===== src/hcbp_pkg.sv =====
// hcbp_pkg: shared constants, command codes and queue types for the code bit packer
// no dependencies
`timescale 1ns / 1ps
`default_nettype none

package hcbp_pkg;

  localparam int MAX_CODE_LEN = 32;
  localparam int SYMBOL_COUNT = 256;
  localparam int QUEUE_DEPTH  = 4;

  localparam int CMD_W      = 2;
  localparam int SYM_W      = 8;
  localparam int CODE_LEN_W = 6;
  localparam int CODE_W     = 32;
  localparam int BYTE_W     = 8;
  localparam int PEND_W     = 7;
  localparam int PCNT_W     = 3;

  localparam int SYM_IDX_W = (SYMBOL_COUNT > 1) ? $clog2(SYMBOL_COUNT) : 1;
  localparam int ACC_W     = PEND_W + MAX_CODE_LEN;
  localparam int REM_W     = $clog2(ACC_W + 1);
  localparam int QPTR_W    = $clog2(QUEUE_DEPTH);
  localparam int QCNT_W    = $clog2(QUEUE_DEPTH + 1);

  localparam logic [SYM_W:0]        SYMBOL_LIMIT = (SYM_W + 1)'(SYMBOL_COUNT);
  localparam logic [CODE_LEN_W-1:0] LEN_MAX      = CODE_LEN_W'(MAX_CODE_LEN);

  localparam logic [CMD_W-1:0] CMD_LOAD   = 2'd0;
  localparam logic [CMD_W-1:0] CMD_ENCODE = 2'd1;
  localparam logic [CMD_W-1:0] CMD_FLUSH  = 2'd2;

  typedef struct packed {
    logic [CODE_LEN_W-1:0] len;
    logic [CODE_W-1:0]     code;
  } table_entry_t;

  typedef struct packed {
    logic                  flush;
    logic [CODE_LEN_W-1:0] len;
    logic [CODE_W-1:0]     code;
  } q_entry_t;

endpackage

`default_nettype wire


===== src/hcbp_fifo.sv =====
// hcbp_fifo: short register queue of looked-up codes between front and back
// depends on hcbp_pkg
`timescale 1ns / 1ps
`default_nettype none

module hcbp_fifo import hcbp_pkg::*; (
  input  logic     clk,
  input  logic     rst_n,
  input  logic     push,
  input  q_entry_t wdata,
  output logic     full,
  input  logic     pop,
  output q_entry_t rdata,
  output logic     empty
);

  q_entry_t            slots [QUEUE_DEPTH];
  logic [QPTR_W-1:0]   wr_ptr_r;
  logic [QPTR_W-1:0]   wr_ptr_nxt;
  logic [QPTR_W-1:0]   rd_ptr_r;
  logic [QPTR_W-1:0]   rd_ptr_nxt;
  logic [QCNT_W-1:0]   cnt_r;
  logic [QCNT_W-1:0]   cnt_nxt;

  assign full  = (cnt_r == QCNT_W'(QUEUE_DEPTH));
  assign empty = (cnt_r == '0);
  assign rdata = slots[rd_ptr_r];

  always_ff @(posedge clk) begin
    if (push) begin
      slots[wr_ptr_r] <= wdata;
    end
  end

  always_comb begin
    wr_ptr_nxt = push ? wr_ptr_r + QPTR_W'(1) : wr_ptr_r;
    rd_ptr_nxt = pop ? rd_ptr_r + QPTR_W'(1) : rd_ptr_r;
    cnt_nxt    = cnt_r + QCNT_W'(push) - QCNT_W'(pop);
  end

  always_ff @(posedge clk) begin
    if (!rst_n) begin
      wr_ptr_r <= '0;
      rd_ptr_r <= '0;
      cnt_r    <= '0;
    end else begin
      wr_ptr_r <= wr_ptr_nxt;
      rd_ptr_r <= rd_ptr_nxt;
      cnt_r    <= cnt_nxt;
    end
  end

endmodule

`default_nettype wire


===== config.mk =====
export PLATFORM = sky130hd
export DESIGN_NAME = hcbp_fifo
export DESIGN_NICKNAME = d
export VERILOG_FILES = /design/src/hcbp_pkg.sv /design/src/hcbp_fifo.sv
export SDC_FILE = /design/constraint.sdc
export NUM_CORES = 1
export LEC_CHECK = 0
export CAP_MARGIN = 20
export CORE_MARGIN = 1
export CORE_UTILIZATION = 62
export DETAILED_ROUTE_END_ITERATION = 10
export DONT_BUFFER_PORTS = 1
export GPL_TIMING_DRIVEN = 1
export PLACE_DENSITY = 0.78
export SLEW_MARGIN = 20
export SYNTH_ARGS = -nofsm -noshare
export SYNTH_HDL_FRONTEND = slang
export SYNTH_SLANG_ARGS = --single-unit

===== constraint.sdc =====
create_clock -name clk -period 2.7 [get_ports clk]
set_clock_uncertainty 0.1 [all_clocks]
set_input_delay 0.81 -clock clk [delete_from_list [all_inputs] [get_ports clk]]
set_output_delay 0.81 -clock clk [all_outputs]
set_load 0.005 [all_outputs]

==> summary.txt <==
Yosys Warn Count = 0
DRC = 0
Cells after synthesis = 246
Register area share after synthesis = 0.803
Commonest non-fill, non-tap cell in the layout = edfxtp_1
H-tree depth = 4
Largest net degree at the start of global routing = 40
Setup bufs post-CTS = 0
Sw frac = 0.216
Worst-Margin Slew = 0.344 ns
Critical path, cell by cell = buf_16 -> mux4_2
CTS tree = yes
Reg power frac = 0.518
Root Driver = clkbuf_8
Initial DRT Pass Iterations = 4
Initial antenna violation count = 0
Comb pwr share = 0.073
Global route overflow = 0
Synth top area share = 0.773
Fillers = 543
Synth unique cells = 20
Crit end category = output pin
R2R setup slack = 0.84 ns
Die Span X = 101 um
Fin crit period = 2.61 ns
Commonest cells after routing, fill and taps aside = 156 x edfxtp_1, 39 x mux4_2, 17 x clkbuf_16
Placed Instances = 374
Leakage power total = 2.23 nW
WL final = 10.1 mm
Non-filler cells, final = 408
Die H = 101 um
P_int = 4.52 mW
Max cap viols = 0
Crit-path max FO = 19
Hpwl dp = 5.51 mm
Layout cell share with drive strength beyond 1 = 0.312
CP max stage cell = mux4_2
Final Power = 5.77 mW
Clock share of power = 0.410
Largest cells by area after synthesis = edfxtp_1 77%, mux4_2 14%, dfxtp_1 3.0%
RSZ-0062 raised after global routing = no
P&R area growth vs syn = 14.5%
Worst Path Required = 1.79 ns
R2R depth = 7
CP peak stage delay = 0.55 ns
Clk_lat worst skew = 0.51 ns
Vias = 2,458
Pins Over Slew Limit = 0
Detail Route Antenna Nets = 0
Vias in the first global route = 2,677
DR WL/cell = 24.7 um
Clk pin slew, worst setup/hold paths = 0.07 ns
Net count, final = 316
Final setup fails = 0
Worst R2R Start = cnt_r[0]$_SDFF_PN0_
Multi-input logic area = 0.00112 mm^2
Setup_tns = 0 ns
I/O pin count = 84
Hold endpoint = slots[1][24]$_DFFE_PP_
Cell count of the worst hold path = 0
Final Util = 0.740
Worst setup SP type = flop
IO Port Bufs = 0
Starting DRT DRC Count = 147
CTS sink count = 165
Maximum clock path buffer count = 2
# rows = 35
VDD IR max = 0.442 mV
Pwr per Cell Area = 832 mW/mm^2
Vias per cell = 6.02
Worst path arrival time = 1.70 ns
Mapped Area = 0.00606 mm^2
Initial cell density of the core = 0.647
Syn nets = 296
Status = complete, no violations
CORE AREA = 0.00937 mm^2
Die area = 0.0102 mm^2
CTS buffer count = 17
Reg area = 0.00487 mm^2
Diodes inserted = 0
Hold buffers post-CTS = 0
HP Start = wdata[24]
Tcrit/Tclk final = 0.967
Worst hold-check path type = in2reg
Area leader, netlist = edfxtp_1
Placer congestion estimate = 0.699
Switch Pwr = 1.24 mW
Global Route Usage Sum = 0.220
Worst reg2reg path endpoint = cnt_r[2]$_SDFF_PN0_
Achievable Freq = 0.383 GHz
Slew margin rel. = 0.771
#FFs+latches synth = 165
Kind of critical path = reg2out
Synthesized area per cell = 24.6 um^2
First-pass GRT wire length = 15.3 mm
Hold Fails Final Rpt = 0
==> flip-flops by register name, summed over array words and instances, names as in the netlist, named ones only <==
name      flops
slots       156
cnt_r         3
rd_ptr_r      2
wr_ptr_r      2
==> through the flow <==
step / cell area [um^2] / hold slack [ns] / worst slack (ns)
floorplan: 6060 / 0.399 / 0.441
finish: 6940 / 0.285 / 0.0898
detailed placement: 6290 / 0.434 / 0.412
global placement: 6290 / 0.423 / 0.445
global route: 6940 / 0.256 / 0.0204
CTS: 6910 / 0.262 / 0.0370
==> power by group through the flow <==
stage	clock [mW]	sequential, mW	combinational, mW
2_1_floorplan	0	3.02	0.317
3_3_place_gp	0	3.03	0.406
3_5_place_dp	0	3.04	0.410
4_1_cts	2.40	2.99	0.423
5_1_grt	2.50	3.00	0.457
6_report	2.36	2.99	0.420
==> final cells by class <==
type                    count  share of cell area
well taps                 129              0.0233
clock inverters            14              0.0236
clock buffers              18              0.0617
inverters                   7             0.00379
flip-flops and latches    165               0.702
multi-input cells          66               0.161
repair buffers              9              0.0242
==> kinds of logic (layout without fill, tap and decap cells) <==
family / count (synthesis) / after routing / share of synthesized area
AO/OA/AOI/OAI: 2 / 2 / 0.00248
buffers and inverters: 15 / 48 / 0.0134
adder cells (fa/ha/maj): 7 / 7 / 0.0157
flip-flops: 165 / 165 / 0.803
XOR/XNOR: 3 / 3 / 0.00681
AND/OR/NAND/NOR: 14 / 14 / 0.0124
multiplexers: 40 / 40 / 0.147
==> critical path: cells and delay by family, from the launching register on <==
family | cells | cell delay (ns)
multiplexers | 1 | 0.55
buffers and inverters | 1 | 0.21
flip-flops | 1 | 0.42
==> how the worst max path moves through the flow <==
| stage | startpoint | to | slack [ns] |
|---|---|---|---|
| after floorplan | push | slots[0][0]$_DFFE_PP_ | 0.44 |
| after detailed placement | pop | cnt_r[2]$_SDFF_PN0_ | 0.41 |
| after global routing | flop | rdata[8] | 0.02 |
| final | flop | rdata[32] | 0.09 |
| after global placement | pop | cnt_r[2]$_SDFF_PN0_ | 0.44 |
| after CTS | flop | rdata[4] | 0.04 |
==> cell usage after synthesis <==
cell / instances
nor2_1: 5
nand3b_1: 1
nor3_1: 1
and3_1: 1
inv_1: 7
edfxtp_1: 156
mux4_2: 39
fa_1: 1
mux2i_1: 1
xnor2_1: 2
a21bo_2: 1
a21oi_1: 1
and2_1: 6
xor3_1: 1
buf_2: 2
clkbuf_1: 2
dfxtp_1: 9
buf_4: 2
buf_6: 2
ha_1: 6
==> layer usage <==
| layer | GRT usage | part of all wire |
|---|---|---|
| met1 | 0.287 | 0.41 |
| met2 | 0.345 | 0.52 |
| met3 | 0.0777 | 0.064 |
| met4 | 0.0870 | 0.0099 |
| met5 | 0 | 0 |
==> repair_timing <==
action / 4_1_cts / 5_1_grt
endpoints found under the setup margin: 28 / 1
gates cloned: 1 / 1
hold endpoints to repair: 0 / 0
resized for setup: 2 / 0
Note: power is estimated with default switching activity, not from simulation.
