[config.mk]
export PLATFORM = sky130hd
export DESIGN_NAME = hcbp_back_flat
export DESIGN_NICKNAME = d
export VERILOG_FILES = /design/src/hcbp_pkg.sv /design/src/hcbp_out_if.sv /design/src/hcbp_back.sv /design/src/flat_wrapper.sv
export SDC_FILE = /design/constraint.sdc
export NUM_CORES = 1
export LEC_CHECK = 0
export BUFFER_PORTS_ARGS = -buffer_cell sky130_fd_sc_hd__buf_2
export CAP_MARGIN = 30
export CORE_MARGIN = 1
export CORE_UTILIZATION = 43
export DETAILED_ROUTE_END_ITERATION = 10
export SYNTH_ARGS = -nofsm -noshare
export SYNTH_HDL_FRONTEND = slang
export SYNTH_SLANG_ARGS = --single-unit
[constraint.sdc]
create_clock -name clk -period 8.02 [get_ports clk]
set_clock_uncertainty 0.15 [all_clocks]
set_input_delay 1.604 -clock clk [delete_from_list [all_inputs] [get_ports clk]]
set_output_delay 1.604 -clock clk [all_outputs]
set_load 0.02 [all_outputs]
[src/hcbp_pkg.sv]
// hcbp_pkg: shared constants, command codes and queue types for the code bit packer
// no dependencies
`timescale 1ns / 1ps
`default_nettype none

package hcbp_pkg;

  localparam int MAX_CODE_LEN = 32;
  localparam int SYMBOL_COUNT = 256;
  localparam int QUEUE_DEPTH  = 4;

  localparam int CMD_W      = 2;
  localparam int SYM_W      = 8;
  localparam int CODE_LEN_W = 6;
  localparam int CODE_W     = 32;
  localparam int BYTE_W     = 8;
  localparam int PEND_W     = 7;
  localparam int PCNT_W     = 3;

  localparam int SYM_IDX_W = (SYMBOL_COUNT > 1) ? $clog2(SYMBOL_COUNT) : 1;
  localparam int ACC_W     = PEND_W + MAX_CODE_LEN;
  localparam int REM_W     = $clog2(ACC_W + 1);
  localparam int QPTR_W    = $clog2(QUEUE_DEPTH);
  localparam int QCNT_W    = $clog2(QUEUE_DEPTH + 1);

  localparam logic [SYM_W:0]        SYMBOL_LIMIT = (SYM_W + 1)'(SYMBOL_COUNT);
  localparam logic [CODE_LEN_W-1:0] LEN_MAX      = CODE_LEN_W'(MAX_CODE_LEN);

  localparam logic [CMD_W-1:0] CMD_LOAD   = 2'd0;
  localparam logic [CMD_W-1:0] CMD_ENCODE = 2'd1;
  localparam logic [CMD_W-1:0] CMD_FLUSH  = 2'd2;

  typedef struct packed {
    logic [CODE_LEN_W-1:0] len;
    logic [CODE_W-1:0]     code;
  } table_entry_t;

  typedef struct packed {
    logic                  flush;
    logic [CODE_LEN_W-1:0] len;
    logic [CODE_W-1:0]     code;
  } q_entry_t;

endpackage

`default_nettype wire

[src/hcbp_out_if.sv]
// hcbp_out_if: packed byte output channel (valid/ready plus byte and run marker)
// depends on hcbp_pkg
`timescale 1ns / 1ps
`default_nettype none

interface hcbp_out_if import hcbp_pkg::*; ();
  logic              valid;
  logic              ready;
  logic [BYTE_W-1:0] out_byte;
  logic              last_of_run;

  modport source (output valid, output out_byte, output last_of_run, input ready);
  modport sink (input valid, input out_byte, input last_of_run, output ready);
endinterface

`default_nettype wire

[src/hcbp_back.sv]
// hcbp_back: msb-first bit packer, one byte per cycle unless the output is stalled, into a registered output word
// depends on hcbp_pkg and hcbp_out_if; drains hcbp_fifo
`timescale 1ns / 1ps
`default_nettype none

module hcbp_back import hcbp_pkg::*; (
  input  logic       clk,
  input  logic       rst_n,
  input  logic       q_empty,
  input  q_entry_t   q_rdata,
  output logic       q_pop,
  hcbp_out_if.source out_ch
);

  logic [ACC_W-1:0]  acc_r;
  logic [ACC_W-1:0]  acc_nxt;
  logic [REM_W-1:0]  rem_r;
  logic [REM_W-1:0]  rem_nxt;
  logic [REM_W-1:0]  rem_after;
  logic [REM_W-1:0]  sh;
  logic [ACC_W-1:0]  shifted;
  logic [PCNT_W-1:0] cnt;
  logic [PEND_W-1:0] pend;
  logic [BYTE_W-1:0] pmask;
  logic [BYTE_W-1:0] pad;
  logic              emit;
  logic              out_v_r;
  logic [BYTE_W-1:0] out_byte_r;
  logic              last_r;

  assign emit      = (rem_r >= REM_W'(BYTE_W)) && (!out_v_r || out_ch.ready);
  assign sh        = rem_r - REM_W'(BYTE_W);
  assign shifted   = acc_r >> sh;
  assign rem_after = emit ? sh : rem_r;
  assign q_pop     = (rem_after < REM_W'(BYTE_W)) && !q_empty;

  // bits left over once the current run is done
  assign cnt   = rem_after[PCNT_W-1:0];
  assign pmask = (BYTE_W'(1) << cnt) - BYTE_W'(1);
  assign pend  = acc_r[PEND_W-1:0] & pmask[PEND_W-1:0];
  assign pad   = BYTE_W'(pend) << (4'(BYTE_W) - {1'b0, cnt});

  always_comb begin
    acc_nxt = acc_r;
    rem_nxt = rem_after;
    if (q_pop) begin
      if (q_rdata.flush) begin
        acc_nxt = ACC_W'(pad);
        rem_nxt = (cnt != '0) ? REM_W'(BYTE_W) : '0;
      end else begin
        acc_nxt = (ACC_W'(pend) << q_rdata.len) | ACC_W'(q_rdata.code);
        rem_nxt = rem_after + REM_W'(q_rdata.len);
      end
    end
  end

  always_ff @(posedge clk) begin
    if (!rst_n) begin
      acc_r   <= '0;
      rem_r   <= '0;
      out_v_r <= 1'b0;
    end else begin
      acc_r <= acc_nxt;
      rem_r <= rem_nxt;
      if (emit) begin
        out_v_r <= 1'b1;
      end else if (out_ch.ready) begin
        out_v_r <= 1'b0;
      end
    end
  end

  always_ff @(posedge clk) begin
    if (emit) begin
      out_byte_r <= shifted[BYTE_W-1:0];
      last_r     <= (sh < REM_W'(BYTE_W));
    end
  end

  assign out_ch.valid       = out_v_r;
  assign out_ch.out_byte    = out_byte_r;
  assign out_ch.last_of_run = last_r;

endmodule

`default_nettype wire

[src/flat_wrapper.sv]
// flat-port wrapper written by rule: the top's interface ports become plain ports
module hcbp_back_flat import hcbp_pkg::*;
  (clk, rst_n, q_empty, q_rdata, q_pop, out_ch_valid, out_ch_out_byte, out_ch_last_of_run, out_ch_ready);
  hcbp_out_if out_ch_i ();
  input  logic clk;
  input  logic rst_n;
  input  logic q_empty;
  input  q_entry_t q_rdata;
  output logic q_pop;
  output wire logic [$bits(out_ch_i.valid)-1:0] out_ch_valid;
  output wire logic [$bits(out_ch_i.out_byte)-1:0] out_ch_out_byte;
  output wire logic [$bits(out_ch_i.last_of_run)-1:0] out_ch_last_of_run;
  input wire logic [$bits(out_ch_i.ready)-1:0] out_ch_ready;
  assign out_ch_valid = out_ch_i.valid;
  assign out_ch_out_byte = out_ch_i.out_byte;
  assign out_ch_last_of_run = out_ch_i.last_of_run;
  assign out_ch_i.ready = out_ch_ready;
  hcbp_back u_core (.clk(clk), .rst_n(rst_n), .q_empty(q_empty), .q_rdata(q_rdata), .q_pop(q_pop), .out_ch(out_ch_i));
endmodule
==> impl_metrics.json <==
{
  "run_status": "completed",
  "async_flop_share": 0,
  "finalHoldViolCount": 0,
  "netlist_instances": 598,
  "drt-pass1-iter-count": 5,
  "hold_class": "reg -> reg",
  "area_delta_synth_final_pct": 9.19,
  "comb_power_share": 0.519,
  "slowest_delay_ps": 510,
  "pin_count": 54,
  "routed_via_density": 6.31,
  "p_sw_mw": 0.572,
  "clk_path_buf_depth": 2,
  "grt_pass1_wl_um": 24400,
  "seq_power_share": 0.298,
  "post-dp-hpwl_um": 11700,
  "ys_ff_latch": 55,
  "grt_use_met3": 0.0383,
  "synth-edff-count": 9,
  "port_buffers": 53,
  "die_h_um": 109,
  "cts-buffers-inserted": 5,
  "clock-sinks": 55,
  "path_class": "reg -> out",
  "synth_fp_nets": 657,
  "crit_fanout": 41,
  "grt_pass1_vias": 4439,
  "ctsResizeCount": 0,
  "clk_latency_ps": 310,
  "setup_slack_ps": 3080,
  "leakagePower_nw": 1.97,
  "rsz0062_at_grt": "false",
  "startpoint_type": "flop",
  "fill_cells": 1087,
  "vias": 4793,
  "min_period_ps": 4940,
  "initialDrtViolationCount": 501,
  "grt-busiest-layer": "met2",
  "slew_violations": 0,
  "dieArea_um2": 11900,
  "crit_arrival_ps": 3180,
  "swShare": 0.445,
  "fin_crit_sh": 0.616,
  "final_layout_size_suffix_gt1_frac": 0.171,
  "cp_cell_sequence": "buf_4, inv_1, ha_1, xor2_2, nor3_1, o21bai_2, buf_4, inv_1, buf_2",
  "critPathRequiredTime_ps": 6270,
  "synthFlopType": "dfxtp_1",
  "met1_usage": 0.390,
  "place_ws_ps": 3380,
  "wl_um": 15100,
  "path_clk_slew_ps": 80,
  "coreArea_um2": 11000,
  "fp.dieW_um": 109,
  "start_util": 0.447,
  "cp-end-kind": "output port",
  "yosysUniqueCellTypes": 70,
  "drv_cap": 0,
  "synth_area_um2": 4910,
  "relSlewSlack": 0.371,
  "h-tree-depth": 2,
  "p_per_area_nw_per_um2": 239,
  "post_cts_buffers": 0,
  "cts_tree": "done",
  "wire_per_inst_um": 19.9,
  "setup_viol_count_final": 0,
  "antenna_cells": 0,
  "gr-total-overflow": 0,
  "p_clk_frac": 0.183,
  "peakVddDrop_v": 0.000153,
  "track_usage": 0.269,
  "gp_congestion": 0.927,
  "num_rows": 38,
  "drt_drc_violations_left": 0,
  "fin_nets": 678,
  "antenna_found_initial": 0,
  "use_met2": 0.413,
  "total_power_mw": 1.28,
  "ys_seq_area_frac": 0.242,
  "yosys_warnings": 0,
  "power.internal_mw": 0.713,
  "fin_util": 0.489,
  "critPathSlowestCell": "xor2_2",
  "fmax_ghz": 0.202,
  "ant_nets": 0,
  "ctsHoldBuffers": 0,
  "grt_max_degree": 53,
  "cts_root_buffer": "clkbuf_16",
  "tightest_slew_ps": 943,
  "tns_ps": 0,
  "syn_area_per_cell_um2": 8.22
}
[cell usage after synthesis, drive strengths merged (13+ instances only)]
cell | n | area, um2
nor3b | 14 | 105
clkbuf | 26 | 97.6
buf | 19 | 116
dfxtp | 46 | 921
nor2 | 50 | 195
o22ai | 13 | 81.3
nor3 | 15 | 85.1
mux2i | 46 | 460
mux4 | 13 | 293
nand2b | 13 | 81.3
a21oi | 50 | 254
nand2 | 57 | 214
o21ai | 36 | 180
ha | 15 | 188
nor2b | 17 | 106
[critical path, delay by kind of cell, from the launching register on]
family	cells	cell delay, ps
xor+xnor	1	510
flops	1	310
simple gates	1	120
buf+inv	5	1380
compound gates	1	160
fa+ha+maj	1	360
[through the flow]
| stage | std cells | instance area [um2] | hold slack [ps] |
|---|---|---|---|
| 2_1_floorplan | 598 | 4910 | 296 |
| 3_3_place_gp | 751 | 5180 | 331 |
| 3_5_place_dp | 752 | 5210 | 336 |
| 4_1_cts | 760 | 5370 | 347 |
| 5_1_grt | 760 | 5370 | 395 |
| 6_report | 760 | 5370 | 348 |
[layer usage]
layer	part of all wire	vias up
met5	0	-
met4	0.022	0
met3	0.075	25
met2	0.44	212
met1	0.47	2260
li1	-	2296
[cells by family after synthesis]
group | Yosys count | share of synthesized area
adders and majority gates | 16 | 0.0423
xor gates and xnor gates | 8 | 0.0158
DFF | 55 | 0.242
and+or+nand+nor | 202 | 0.207
muxes | 71 | 0.181
AOI/OAI and AO/OA | 189 | 0.259
buffers and inverters | 57 | 0.0527
[placed cells by master (no fill, tap or decap), drive strengths merged, types with 14 or more instances in the layout]
cell type,count
buf,59
nand2,57
a21oi,50
nor2,50
mux2i,46
dfxtp,46
o21ai,36
nor2b,17
ha,15
nor3,15
nor3b,14
[power by group through the flow]
stage | logic [mW] | registers, mW | clock network, mW
2_1_floorplan | 0.486 | 0.409 | 0
3_3_place_gp | 0.651 | 0.388 | 0
3_5_place_dp | 0.657 | 0.389 | 0
4_1_cts | 0.661 | 0.383 | 0.241
5_1_grt | 0.738 | 0.390 | 0.250
6_report | 0.666 | 0.383 | 0.235
[final timing paths]
path | startpoint | slack (ps) | endpoint | cells past startpoint
setup reg to reg | u_core.rem_r[3] | 3900 | u_core.acc_r[6] | 10
setup / recovery | u_core.rem_r[3] | 3080 | q_pop | 9
hold reg to reg | u_core.acc_r[15] | 350 | u_core.acc_r[15] | 2
hold / removal | u_core.acc_r[15] | 350 | u_core.acc_r[15] | 2
[sequential cells by signal (all words and copies together), names as in the netlist]
register and cells:
u_core.out_ch.out_byte 8, u_core.out_ch.valid 1, u_core.out_ch.last_of_run 1, u_core.acc_r 39, u_core.rem_r 6
[final cells by class]
cell class | count | area [um2] | share of cell area
Clock buffer | 5 | 125 | 0.0233
Clock inverter | 3 | 33.8 | 0.00630
Inverter | 12 | 45.0 | 0.00839
Multi-Input combinational cell | 486 | 3460 | 0.646
Sequential cell | 55 | 1190 | 0.222
Tap cell | 140 | 175 | 0.0326
Timing Repair Buffer | 59 | 330 | 0.0616
Note: power is estimated with default switching activity, not from simulation.
